## config.mk

```make
export PLATFORM = sky130hd
export DESIGN_NAME = mouse_packet_cursor_tracker_flat
export DESIGN_NICKNAME = d
export VERILOG_FILES = /design/src/mpct_pkg.sv /design/src/mpct_if.sv /design/src/mpct_core.sv /design/src/mpct_out_buf.sv /design/src/mouse_packet_cursor_tracker.sv /design/src/flat_wrapper.sv
export SDC_FILE = /design/constraint.sdc
export NUM_CORES = 1
export LEC_CHECK = 0
export ABC_AREA = 0
export BUFFER_PORTS_ARGS = -buffer_cell sky130_fd_sc_hd__buf_2
export CORE_ASPECT_RATIO = 1.75
export CORE_MARGIN = 2
export CORE_UTILIZATION = 61
export CTS_BUF_LIST = sky130_fd_sc_hd__clkbuf_8
export DETAILED_ROUTE_END_ITERATION = 16
export GPL_ROUTABILITY_DRIVEN = 0
export MAX_ROUTING_LAYER = met4
export PLACE_DENSITY = 0.81
export SLEW_MARGIN = 20
export SYNTH_ARGS = -nofsm -noshare
export SYNTH_HDL_FRONTEND = slang
export SYNTH_HIERARCHICAL = 1
export SYNTH_SLANG_ARGS = --single-unit
```

## constraint.sdc

```tcl
create_clock -name clk_i -period 4.6 [get_ports clk_i]
set_input_delay 0.23 -clock clk_i [delete_from_list [all_inputs] [get_ports clk_i]]
set_output_delay 0.23 -clock clk_i [all_outputs]
set_load 0.01 [all_outputs]
```

## src/mpct_pkg.sv

```systemverilog
// Package for the mouse packet cursor tracker: field widths, register
// indexes, phase enum and the struct types shared by the modules.
// No dependencies.
package mpct_pkg;

  localparam int unsigned ByteW  = 8;
  localparam int unsigned CoordW = 12;
  localparam int unsigned BtnW   = 3;
  localparam int unsigned CfgIdxW  = 2;
  localparam int unsigned CfgDataW = 12;

  // Sum of a coordinate and a 9-bit signed move, with sign.
  localparam int unsigned SumW = CoordW + 2;

  localparam logic [CfgIdxW-1:0] REG_X_MAX = 2'd0;
  localparam logic [CfgIdxW-1:0] REG_Y_MAX = 2'd1;

  localparam logic [CoordW-1:0] X_MAX_RST = 12'd319;
  localparam logic [CoordW-1:0] Y_MAX_RST = 12'd199;

  // Header byte bit positions.
  localparam int unsigned SYNC_POS  = 3;
  localparam int unsigned XSIGN_POS = 4;
  localparam int unsigned YSIGN_POS = 5;

  typedef enum logic [1:0] {
    PH_HDR = 2'd0,
    PH_X   = 2'd1,
    PH_Y   = 2'd2
  } phase_e;

  typedef struct packed {
    logic [CoordW-1:0] x_max;
    logic [CoordW-1:0] y_max;
  } cfg_t;

  typedef struct packed {
    logic [CoordW-1:0] cursor_x;
    logic [CoordW-1:0] cursor_y;
    logic [BtnW-1:0]   button_bits;
    logic              fresh_press;
    logic              left_held;
  } res_t;

endpackage

```

## src/mpct_if.sv

```systemverilog
// Valid/ready channel interfaces for mouse bytes and cursor results.
// Depends on mpct_pkg for field widths.
interface mpct_byte_if;
  logic                        valid;
  logic                        ready;
  logic [mpct_pkg::ByteW-1:0]  mouse_byte;

  modport source (output valid, output mouse_byte, input ready);
  modport sink   (input valid, input mouse_byte, output ready);
endinterface

interface mpct_res_if;
  logic                         valid;
  logic                         ready;
  logic [mpct_pkg::CoordW-1:0]  cursor_x;
  logic [mpct_pkg::CoordW-1:0]  cursor_y;
  logic [mpct_pkg::BtnW-1:0]    button_bits;
  logic                         fresh_press;
  logic                         left_held;

  modport source (output valid, output cursor_x, output cursor_y, output button_bits,
                  output fresh_press, output left_held, input ready);
  modport sink   (input valid, input cursor_x, input cursor_y, input button_bits,
                  input fresh_press, input left_held, output ready);
endinterface

```

## src/mpct_core.sv

```systemverilog
// Packet assembly and cursor update: phase, header, X byte, cursor and
// previous-left registers. Depends on mpct_pkg.
module mpct_core (
  input  logic                        clk_i,
  input  logic                        rst_ni,
  input  logic                        step_i,
  input  logic [mpct_pkg::ByteW-1:0]  byte_i,
  input  mpct_pkg::cfg_t              cfg_i,
  output logic                        res_vld_o,
  output mpct_pkg::res_t              res_o
);

  mpct_pkg::phase_e            phase_q, phase_d;
  logic [mpct_pkg::ByteW-1:0]  hdr_q, hdr_d;
  logic [mpct_pkg::ByteW-1:0]  xmv_q, xmv_d;
  logic [mpct_pkg::CoordW-1:0] pos_x_q, pos_x_d;
  logic [mpct_pkg::CoordW-1:0] pos_y_q, pos_y_d;
  logic                        prev_left_q, prev_left_d;

  logic signed [mpct_pkg::SumW-1:0] dx, dy, nx, ny;
  logic                             left;

  function automatic logic [mpct_pkg::CoordW-1:0] clamp(
    input logic signed [mpct_pkg::SumW-1:0] v,
    input logic [mpct_pkg::CoordW-1:0]      lim
  );
    logic [mpct_pkg::CoordW-1:0] r;
    if (v[mpct_pkg::SumW-1]) begin
      r = '0;
    end else if (v > $signed({2'b00, lim})) begin
      r = lim;
    end else begin
      r = v[mpct_pkg::CoordW-1:0];
    end
    return r;
  endfunction

  // Sign-extended 9-bit moves: header sign bit on top of the magnitude.
  assign dx = $signed({{(mpct_pkg::SumW-mpct_pkg::ByteW){hdr_q[mpct_pkg::XSIGN_POS]}}, xmv_q});
  assign dy = $signed({{(mpct_pkg::SumW-mpct_pkg::ByteW){hdr_q[mpct_pkg::YSIGN_POS]}}, byte_i});
  assign nx = $signed({2'b00, pos_x_q}) + dx;
  assign ny = $signed({2'b00, pos_y_q}) - dy;
  assign left = hdr_q[0];

  always_comb begin
    phase_d     = phase_q;
    hdr_d       = hdr_q;
    xmv_d       = xmv_q;
    pos_x_d     = pos_x_q;
    pos_y_d     = pos_y_q;
    prev_left_d = prev_left_q;
    res_vld_o   = 1'b0;
    if (step_i) begin
      case (phase_q)
        mpct_pkg::PH_X: begin
          xmv_d   = byte_i;
          phase_d = mpct_pkg::PH_Y;
        end
        mpct_pkg::PH_Y: begin
          pos_x_d     = clamp(nx, cfg_i.x_max);
          pos_y_d     = clamp(ny, cfg_i.y_max);
          prev_left_d = left;
          phase_d     = mpct_pkg::PH_HDR;
          res_vld_o   = 1'b1;
        end
        default: begin
          if (byte_i[mpct_pkg::SYNC_POS]) begin
            hdr_d   = byte_i;
            phase_d = mpct_pkg::PH_X;
          end else begin
            phase_d = mpct_pkg::PH_HDR;
          end
        end
      endcase
    end
  end

  assign res_o.cursor_x    = pos_x_d;
  assign res_o.cursor_y    = pos_y_d;
  assign res_o.button_bits = hdr_q[mpct_pkg::BtnW-1:0];
  assign res_o.fresh_press = left & ~prev_left_q;
  assign res_o.left_held   = left;

  always_ff @(posedge clk_i or negedge rst_ni) begin
    if (!rst_ni) begin
      phase_q     <= mpct_pkg::PH_HDR;
      hdr_q       <= '0;
      xmv_q       <= '0;
      pos_x_q     <= '0;
      pos_y_q     <= '0;
      prev_left_q <= 1'b0;
    end else begin
      phase_q     <= phase_d;
      hdr_q       <= hdr_d;
      xmv_q       <= xmv_d;
      pos_x_q     <= pos_x_d;
      pos_y_q     <= pos_y_d;
      prev_left_q <= prev_left_d;
    end
  end

`ifndef SYNTH
  a_res_only_on_y: assert property (@(posedge clk_i) disable iff (!rst_ni)
    res_vld_o |-> (phase_q == mpct_pkg::PH_Y && step_i))
    else $error("result outside the third byte");
  a_back_to_hdr: assert property (@(posedge clk_i) disable iff (!rst_ni)
    res_vld_o |=> (phase_q == mpct_pkg::PH_HDR))
    else $error("phase not reset after packet");
  a_clamped: assert property (@(posedge clk_i) disable iff (!rst_ni)
    res_vld_o |-> (res_o.cursor_x <= cfg_i.x_max && res_o.cursor_y <= cfg_i.y_max))
    else $error("cursor outside limits");
  a_hdr_sync: assert property (@(posedge clk_i) disable iff (!rst_ni)
    (phase_q != mpct_pkg::PH_HDR) |-> hdr_q[mpct_pkg::SYNC_POS])
    else $error("packet open without sync bit");
`endif

endmodule

```

## src/mpct_out_buf.sv

```systemverilog
// Two-entry result buffer between the core and the result channel.
// Depends on mpct_pkg for the result struct.
module mpct_out_buf (
  input  logic           clk_i,
  input  logic           rst_ni,
  input  logic           push_i,
  input  mpct_pkg::res_t data_i,
  output logic           full_o,
  output logic           vld_o,
  input  logic           pop_i,
  output mpct_pkg::res_t data_o
);

  mpct_pkg::res_t mem_q [2];
  logic           wptr_q, wptr_d;
  logic           rptr_q, rptr_d;
  logic [1:0]     cnt_q, cnt_d;
  logic           pop;

  assign vld_o  = (cnt_q != 2'd0);
  assign full_o = (cnt_q == 2'd2);
  assign pop    = pop_i & vld_o;
  assign data_o = mem_q[rptr_q];

  always_comb begin
    wptr_d = wptr_q ^ push_i;
    rptr_d = rptr_q ^ pop;
    cnt_d  = cnt_q + {1'b0, push_i} - {1'b0, pop};
  end

  always_ff @(posedge clk_i) begin
    if (push_i) begin
      mem_q[wptr_q] <= data_i;
    end
  end

  always_ff @(posedge clk_i or negedge rst_ni) begin
    if (!rst_ni) begin
      wptr_q <= 1'b0;
      rptr_q <= 1'b0;
      cnt_q  <= 2'd0;
    end else begin
      wptr_q <= wptr_d;
      rptr_q <= rptr_d;
      cnt_q  <= cnt_d;
    end
  end

`ifndef SYNTH
  a_no_overflow: assert property (@(posedge clk_i) disable iff (!rst_ni)
    !(push_i && full_o))
    else $error("push into full buffer");
  a_cnt_range: assert property (@(posedge clk_i) disable iff (!rst_ni)
    cnt_q != 2'd3)
    else $error("buffer count out of range");
  a_ptr_match: assert property (@(posedge clk_i) disable iff (!rst_ni)
    (cnt_q == 2'd0 || cnt_q == 2'd2) |-> (wptr_q == rptr_q))
    else $error("pointers disagree with count");
`endif

endmodule

```

## src/mouse_packet_cursor_tracker.sv

```systemverilog
// Top level of the mouse packet cursor tracker: input byte register,
// limit registers, packet core and result buffer.
// Depends on mpct_pkg, mpct_if, mpct_core and mpct_out_buf.
//
//   channel   dir  handshake      payload
//   in_i      in   valid/ready    mouse_byte[7:0]
//   res_o     out  valid/ready    cursor_x, cursor_y, button_bits,
//                                 fresh_press, left_held
//   cfg_*_i   in   write enable   index 0 x_max, 1 y_max (12 bits)
//
// One byte per cycle while the result buffer is not full; a byte is
// registered on accept and consumed by the core when the buffer has room,
// and a packet's result is written into the result buffer before res_o.
// Reset clears phase, cursor, previous-left and buffer state and loads
// the limits with 319 and 199; no clearing pass.
// When the result side stalls, the two-entry buffer absorbs results and
// in_i.ready drops only once it is full.
module mouse_packet_cursor_tracker (
  input  logic                          clk_i,
  input  logic                          rst_ni,
  mpct_byte_if.sink                     in_i,
  mpct_res_if.source                    res_o,
  input  logic                          cfg_we_i,
  input  logic [mpct_pkg::CfgIdxW-1:0]  cfg_idx_i,
  input  logic [mpct_pkg::CfgDataW-1:0] cfg_wdata_i
);

  // Limit registers; writes to unused indexes are ignored.
  mpct_pkg::cfg_t cfg_q, cfg_d;

  always_comb begin
    cfg_d = cfg_q;
    if (cfg_we_i) begin
      case (cfg_idx_i)
        mpct_pkg::REG_X_MAX: cfg_d.x_max = cfg_wdata_i[mpct_pkg::CoordW-1:0];
        mpct_pkg::REG_Y_MAX: cfg_d.y_max = cfg_wdata_i[mpct_pkg::CoordW-1:0];
        default: cfg_d = cfg_q;
      endcase
    end
  end

  always_ff @(posedge clk_i or negedge rst_ni) begin
    if (!rst_ni) begin
      cfg_q.x_max <= mpct_pkg::X_MAX_RST;
      cfg_q.y_max <= mpct_pkg::Y_MAX_RST;
    end else begin
      cfg_q <= cfg_d;
    end
  end

  // Input register stage.
  logic                       in_vld_q, in_vld_d;
  logic [mpct_pkg::ByteW-1:0] in_byte_q;
  logic                       advance;
  logic                       buf_full;
  logic                       in_acc;

  assign advance    = in_vld_q & ~buf_full;
  assign in_i.ready = ~in_vld_q | advance;
  assign in_acc     = in_i.valid & in_i.ready;

  always_comb begin
    in_vld_d = in_vld_q;
    if (in_acc) begin
      in_vld_d = 1'b1;
    end else if (advance) begin
      in_vld_d = 1'b0;
    end
  end

  always_ff @(posedge clk_i or negedge rst_ni) begin
    if (!rst_ni) begin
      in_vld_q <= 1'b0;
    end else begin
      in_vld_q <= in_vld_d;
    end
  end

  always_ff @(posedge clk_i) begin
    if (in_acc) begin
      in_byte_q <= in_i.mouse_byte;
    end
  end

  // Packet core: consumes the registered byte when the buffer has room.
  logic           core_vld;
  mpct_pkg::res_t core_res;

  mpct_core u_core (
    .clk_i     (clk_i),
    .rst_ni    (rst_ni),
    .step_i    (advance),
    .byte_i    (in_byte_q),
    .cfg_i     (cfg_q),
    .res_vld_o (core_vld),
    .res_o     (core_res)
  );

  // Result buffer toward the output channel.
  mpct_pkg::res_t buf_res;

  mpct_out_buf u_out_buf (
    .clk_i  (clk_i),
    .rst_ni (rst_ni),
    .push_i (core_vld),
    .data_i (core_res),
    .full_o (buf_full),
    .vld_o  (res_o.valid),
    .pop_i  (res_o.ready),
    .data_o (buf_res)
  );

  assign res_o.cursor_x    = buf_res.cursor_x;
  assign res_o.cursor_y    = buf_res.cursor_y;
  assign res_o.button_bits = buf_res.button_bits;
  assign res_o.fresh_press = buf_res.fresh_press;
  assign res_o.left_held   = buf_res.left_held;

endmodule
```

## src/flat_wrapper.sv

```systemverilog
// flat-port wrapper written by rule: the top's interface ports become plain ports
module mouse_packet_cursor_tracker_flat 
  (clk_i, rst_ni, cfg_we_i, cfg_idx_i, cfg_wdata_i, in_i_valid, in_i_mouse_byte, in_i_ready, res_o_valid, res_o_cursor_x, res_o_cursor_y, res_o_button_bits, res_o_fresh_press, res_o_left_held, res_o_ready);
  mpct_byte_if in_i_i ();
  mpct_res_if res_o_i ();
  input  logic clk_i;
  input  logic rst_ni;
  input  logic cfg_we_i;
  input  logic [mpct_pkg::CfgIdxW-1:0] cfg_idx_i;
  input  logic [mpct_pkg::CfgDataW-1:0] cfg_wdata_i;
  input wire logic [$bits(in_i_i.valid)-1:0] in_i_valid;
  input wire logic [$bits(in_i_i.mouse_byte)-1:0] in_i_mouse_byte;
  output wire logic [$bits(in_i_i.ready)-1:0] in_i_ready;
  output wire logic [$bits(res_o_i.valid)-1:0] res_o_valid;
  output wire logic [$bits(res_o_i.cursor_x)-1:0] res_o_cursor_x;
  output wire logic [$bits(res_o_i.cursor_y)-1:0] res_o_cursor_y;
  output wire logic [$bits(res_o_i.button_bits)-1:0] res_o_button_bits;
  output wire logic [$bits(res_o_i.fresh_press)-1:0] res_o_fresh_press;
  output wire logic [$bits(res_o_i.left_held)-1:0] res_o_left_held;
  input wire logic [$bits(res_o_i.ready)-1:0] res_o_ready;
  assign in_i_i.valid = in_i_valid;
  assign in_i_i.mouse_byte = in_i_mouse_byte;
  assign in_i_ready = in_i_i.ready;
  assign res_o_valid = res_o_i.valid;
  assign res_o_cursor_x = res_o_i.cursor_x;
  assign res_o_cursor_y = res_o_i.cursor_y;
  assign res_o_button_bits = res_o_i.button_bits;
  assign res_o_fresh_press = res_o_i.fresh_press;
  assign res_o_left_held = res_o_i.left_held;
  assign res_o_i.ready = res_o_ready;
  mouse_packet_cursor_tracker u_core (.clk_i(clk_i), .rst_ni(rst_ni), .in_i(in_i_i), .res_o(res_o_i), .cfg_we_i(cfg_we_i), .cfg_idx_i(cfg_idx_i), .cfg_wdata_i(cfg_wdata_i));
endmodule
```

Word level (Yosys, flattened, before mapping). Memory sizes are Yosys's and may differ from the RTL's. Index checks and enable logic that the tools add are counted.

Equal/unequal tests: 4. Bitwise gates (word level): 11. Magnitude comparators: 2. Muxes and demuxes: 16. Add/sub/neg operators: 4. Reductions and logical operators: 9.

Operator list (count): $mux W12 (8); $gt A14 B13 Y1 (2); $add A13 B9 Y14 (1); $sub A13 B9 Y14 (1); $reduce_and A2 Y1 (4); $mux W1 (7); $and A1 B1 Y1 (4); $eq A2 B1 Y1 const B (2); $eq A2 B2 Y1 const B (2); $not A1 Y1 (4); $pmux W2 S2 (1); $reduce_bool A2 Y1 (2); $reduce_and A3 Y1 (1); $add A2 B1 Y2 (1); $logic_not A2 Y1 (1); $reduce_or A2 Y1 (1); $sub A2 B1 Y2 (1); $xor A1 B1 Y1 (2); $or A1 B1 Y1 (1).

Output and inout bits: 31. Memory bits (writable): 58. Flip-flop bits (word level): 78. Input port bits: 27. Memories kept: 1.

Memory list: u_core.u_out_buf.mem_q (depth 2, bits a word 29, rd ports 1, clocked after memory_dff 0, wr ports 1, RTL line mpct_out_buf.sv:14) `mpct_pkg::res_t mem_q [2];`.

Logic depth before layout (Yosys ltp).
Word-level depth: 6. Gate-level depth with buffers: 19.

Hierarchy. The synthesis kept the hierarchy.

Modules (own cells, without submodules): mpct_core (cells each 428, area an instance 3672.3 sq um, instances 1, seq. area each 1001.0 sq um); mpct_out_buf (cells each 108, area an instance 2422.3 sq um, instances 1, seq. area each 1841.8 sq um); mouse_packet_cursor_tracker (cells each 65, area an instance 1237.4 sq um, instances 1, seq. area each 880.8 sq um).

Worst setup path after synthesis. OpenSTA, ideal clock, no wires.

Path kind: flip-flop to flip-flop. Start: register u_core/u_core/pos_y_q[0] in the netlist's numbering. End: memory u_core/u_out_buf/mem_q[0][11] in the netlist's numbering, data pin. Arrival: 3725 ps. Period minus slack after synthesis: 4008 ps. Setup time: 283 ps. Setup slack: 592 ps. Cell stages (with the launch flop): 19. Path buffers: 1. Path through: dfrtp_1 > inv_1 > ha_1 > inv_1 > fa_1 > a211oi_1 > o21ai_1 > a2111oi_2 > nor2_1 > a21oi_1 > xnor2_1 > ha_1 > a21o_1 > a221oi_1 > o21ba_2 > a2bb2oi_1 > buf_4 > mux2i_1 > o21ai_0.

RTL lines: start, declared (RTL line mpct_core.sv:17) `logic [mpct_pkg::CoordW-1:0] pos_y_q, pos_y_d;`; start signal, assigned (RTL line mpct_core.sv:97) `pos_y_q <= pos_y_d;`; end, declared (RTL line mpct_out_buf.sv:14).

==> metrics <==
H-tree levels=4; P&R area growth vs syn=14.32%; iteration count of the initial detailed-routing pass=5; Pint=3.683 mW; n_diodes=0; most frequent cells in the layout=edfxtp_1, buf_2, dfrtp_1, ha_1, nand2_1; async set-reset flop share out of synthesis=0.5111; Most used DFF post-synth=edfxtp_1; first-pass GRT wire length=roughly 26000 um; CTS buffer count=17; total gr overflow=0; Max-Cap Viols=0; Slew headroom=0.2551; CP max stage cell=dfrtp_1; largest net degree at the start of global routing=70; Sink Count=135; worst endpoint data arrival time=4730 ps; vias per cell=6.248; worst endpoint required time=4790 ps; total power=about 6.4 mW; Synth Cell Area=7332 um^2; critical path type=flip-flop to flip-flop; final hold violation count=14; Die X=86.88 um; Worst path max stage delay=420 ps; worst hold-check slack=-26.86 ps; Ys Warns=6; DP Wirelength=~12000 um; Clock Tree Buf Depth=2; Skew-Pair Late Insertion Delay=450 ps; Seq pwr share=0.302; Setup Viol. Count Final=0; synthesized instance count=601; Total GRT Usage=0.2759; crit path time final=4546 ps; drt drc=0; CTS tree=yes; register area share after synthesis=0.5078; row cnt=53; Routed Antenna Nets=0; HP Class=input pin to async pin; vias in the first global route=5287; Vias=5211; die height=149.0 um; FILL cells=between 800 and 900; top-level port count=58; Worst Path Max Fanout=5; net count after synthesis=687; violated checks=negative hold slack; layout cells sized above 1=0.3013; die area=12950 um^2; slew at the pin closest to its max-slew limit=1106 ps; WL per Instance=20.25 um; total routed wirelength=16890 um; Pins Over Slew Limit=0; IO buf count=57; status=finished, violations left; Comb pwr share=0.543; clock-pin slew on the worst setup and hold paths=80 ps; Synth Register Bits=135; Design Area, Final=8382 um^2; Pleak=3.799 nW; Root Buffer Master=clkbuf_8; initial drt markers=roughly 500; core area=11870 um^2; Critical Path Source Type=flip-flop; Mean Syn Cell Area=12.20 um^2; PD cells=763.9 nW/um^2; Distinct cells, synth=just under 70; achievable frequency=between 200 and 250 MHz; register area=3725 um^2; Initial Utilization=0.6177; initial antenna violation count=0; Tcrit/Tclk final=0.9883; most common cell after layout, fill and taps aside=edfxtp_1; Critical Path, Cell by Cell=ha_1 > nand3_1 > o22ai_1 > o22a_1 > a21o_1 > a21oi_1 > xnor2_1 > ha_1 > a21oi_1 > nor2b_1 > o21ai_0 > a31oi_2 > nor4b_2 > mux2i_2 > buf_4 > and4_1 > a311o_1; nets@finish=770; final core utilization=0.7061; Psw=2.720 mW; Post-Place Cell Area=about 7700 um^2; clock network power share=0.155; sw frac=0.4248; EDFF count, synth=66; Clock Skew=approximately 7.4 ps; worst vdd ir=0.0004180 V; Worst setup EP type=flip-flop; area of the multi-input gates=between 3000 and 4000 um^2
==> flip-flops by register name, summed over array words and instances, names as in the netlist <==
name / flops
u_core/u_core/pos_x_q: 12
u_core/u_core/phase_q: 2
u_core/u_out_buf/wptr_q: 1
u_core/cfg_q: 24
u_core/u_core/xmv_q: 8
u_core/u_core/hdr_q: 5
u_core/u_core/prev_left_q: 1
u_core/in_byte_q: 8
u_core/u_out_buf/cnt_q: 2
u_core/in_vld_q: 1
u_core/u_out_buf/rptr_q: 1
u_core/u_core/pos_y_q: 12
u_core/u_out_buf/mem_q: 58
==> worst max-delay path, delay by kind of cell (launching register included) <==
kind,cells,cell delay [ps]
compound gates,8,1910
fa+ha+maj,2,690
buf+inv,1,180
xor+xnor,1,250
flops,1,420
simple gates,4,660
mux,1,170
==> cell usage after synthesis (4+ instances only) <==
cell type / number / share of area
a211oi_1: 4 / 0.0041
a21o_1: 8 / 0.0082
a21oi_1: 18 / 0.012
and2_1: 4 / 0.0034
buf_4: 5 / 0.0051
buf_6: 5 / 0.0077
clkbuf_1: 7 / 0.0036
dfrtp_1: 57 / 0.19
dfstp_2: 12 / 0.043
edfxtp_1: 66 / 0.27
ha_1: 57 / 0.097
inv_1: 54 / 0.028
mux2_2: 28 / 0.043
mux2_4: 29 / 0.059
mux2i_1: 11 / 0.015
nand2_1: 55 / 0.028
nand3_1: 4 / 0.0027
nand4_1: 16 / 0.014
nor2_1: 21 / 0.011
nor2b_1: 10 / 0.0085
o211ai_2: 9 / 0.015
o21a_1: 9 / 0.0092
o21ai_0: 35 / 0.024
xnor2_1: 13 / 0.016
xor2_1: 5 / 0.0060
==> area by class of cell <==
| type | instances | area share |
|---|---|---|
| Clock buffer | 17 | 0.02791 |
| Clock inverter | 15 | 0.02000 |
| Inverter | 55 | 0.02463 |
| Multi-Input combinational cell | 393 | 0.4035 |
| Sequential cell | 135 | 0.4444 |
| Tap cell | 137 | 0.02045 |
| Timing Repair Buffer | 82 | 0.05911 |
==> through the flow <==
step	worst slack (ps)	instances	hold slack [ps]	TNS (ps)
finish	53.62	834	-26.86	0
CTS	11.46	828	11.33	0
global route	-91.11	834	33.25	-369.2
global placement	119.7	787	409.0	0
floorplan	591.6	601	-65.59	0
detailed placement	-52.86	787	408.7	-425.2
==> power by group through the flow <==
stage | Combinational, mW | Clock (mW) | Sequential, mW
after floorplan | 2.44 | 0 | 1.80
after global placement | 2.92 | 0 | 1.94
after detailed placement | 3.07 | 0 | 1.95
after CTS | 3.15 | 1.01 | 1.93
after global routing | 3.76 | 1.05 | 1.96
final | 3.48 | 0.990 | 1.93
==> metal layers <==
layer / up-vias / track usage / part of all wire
li1: 2344 / - / -
met1: 2516 / 0.2964 / 0.35
met2: 269 / 0.4641 / 0.53
met3: 82 / 0.04815 / 0.055
met4: 0 / 0.1695 / 0.059
met5: - / - / 0
==> cell families (layout without fill, tap and decap cells) <==
group | after synthesis | count (layout) | synth area share
and+or+nand+nor | 130 | 131 | 0.08891
AOI/OAI and AO/OA | 117 | 117 | 0.1145
adders and majority gates | 59 | 59 | 0.1027
buffers and inverters | 74 | 169 | 0.04710
muxes | 68 | 68 | 0.1174
xor gates and xnor gates | 18 | 18 | 0.02150
DFF | 135 | 135 | 0.5078
==> timing repair <==
| item | in CTS | in global routing |
|---|---|---|
| hold buffers | 9 | 0 |
| setup endpoints to repair | 18 | 68 |
| resized for setup | 1 | 23 |
| pin swaps | 0 | 6 |
| setup buffers | 0 | 5 |
| cloned | 0 | 1 |
| endpoints found under the hold margin | 9 | 0 |
==> worst paths after layout <==
| check | startpoint | to | slack (ps) | cells past startpoint |
|---|---|---|---|---|
| worst min register to register | u_core/u_core/hdr_q[1] | u_core/u_out_buf/mem_q[0][3] | 490 | 0 |
| worst max-delay path | u_core/u_core/xmv_q[3] | u_core/u_out_buf/mem_q[1][25] | 50 | 17 |
| worst min-delay path | rst_ni | u_core/cfg_q[8] | -30 | 2 |
| max in group asynchronous | rst_ni | u_core/u_out_buf/rptr_q | 3950 | 2 |
| min in group clk_i | cfg_wdata_i[7] | u_core/cfg_q[7] | 30 | 2 |
| worst max register to register | u_core/u_core/xmv_q[3] | u_core/u_out_buf/mem_q[1][25] | 50 | 17 |
Power figures use the tool's default switching activity.
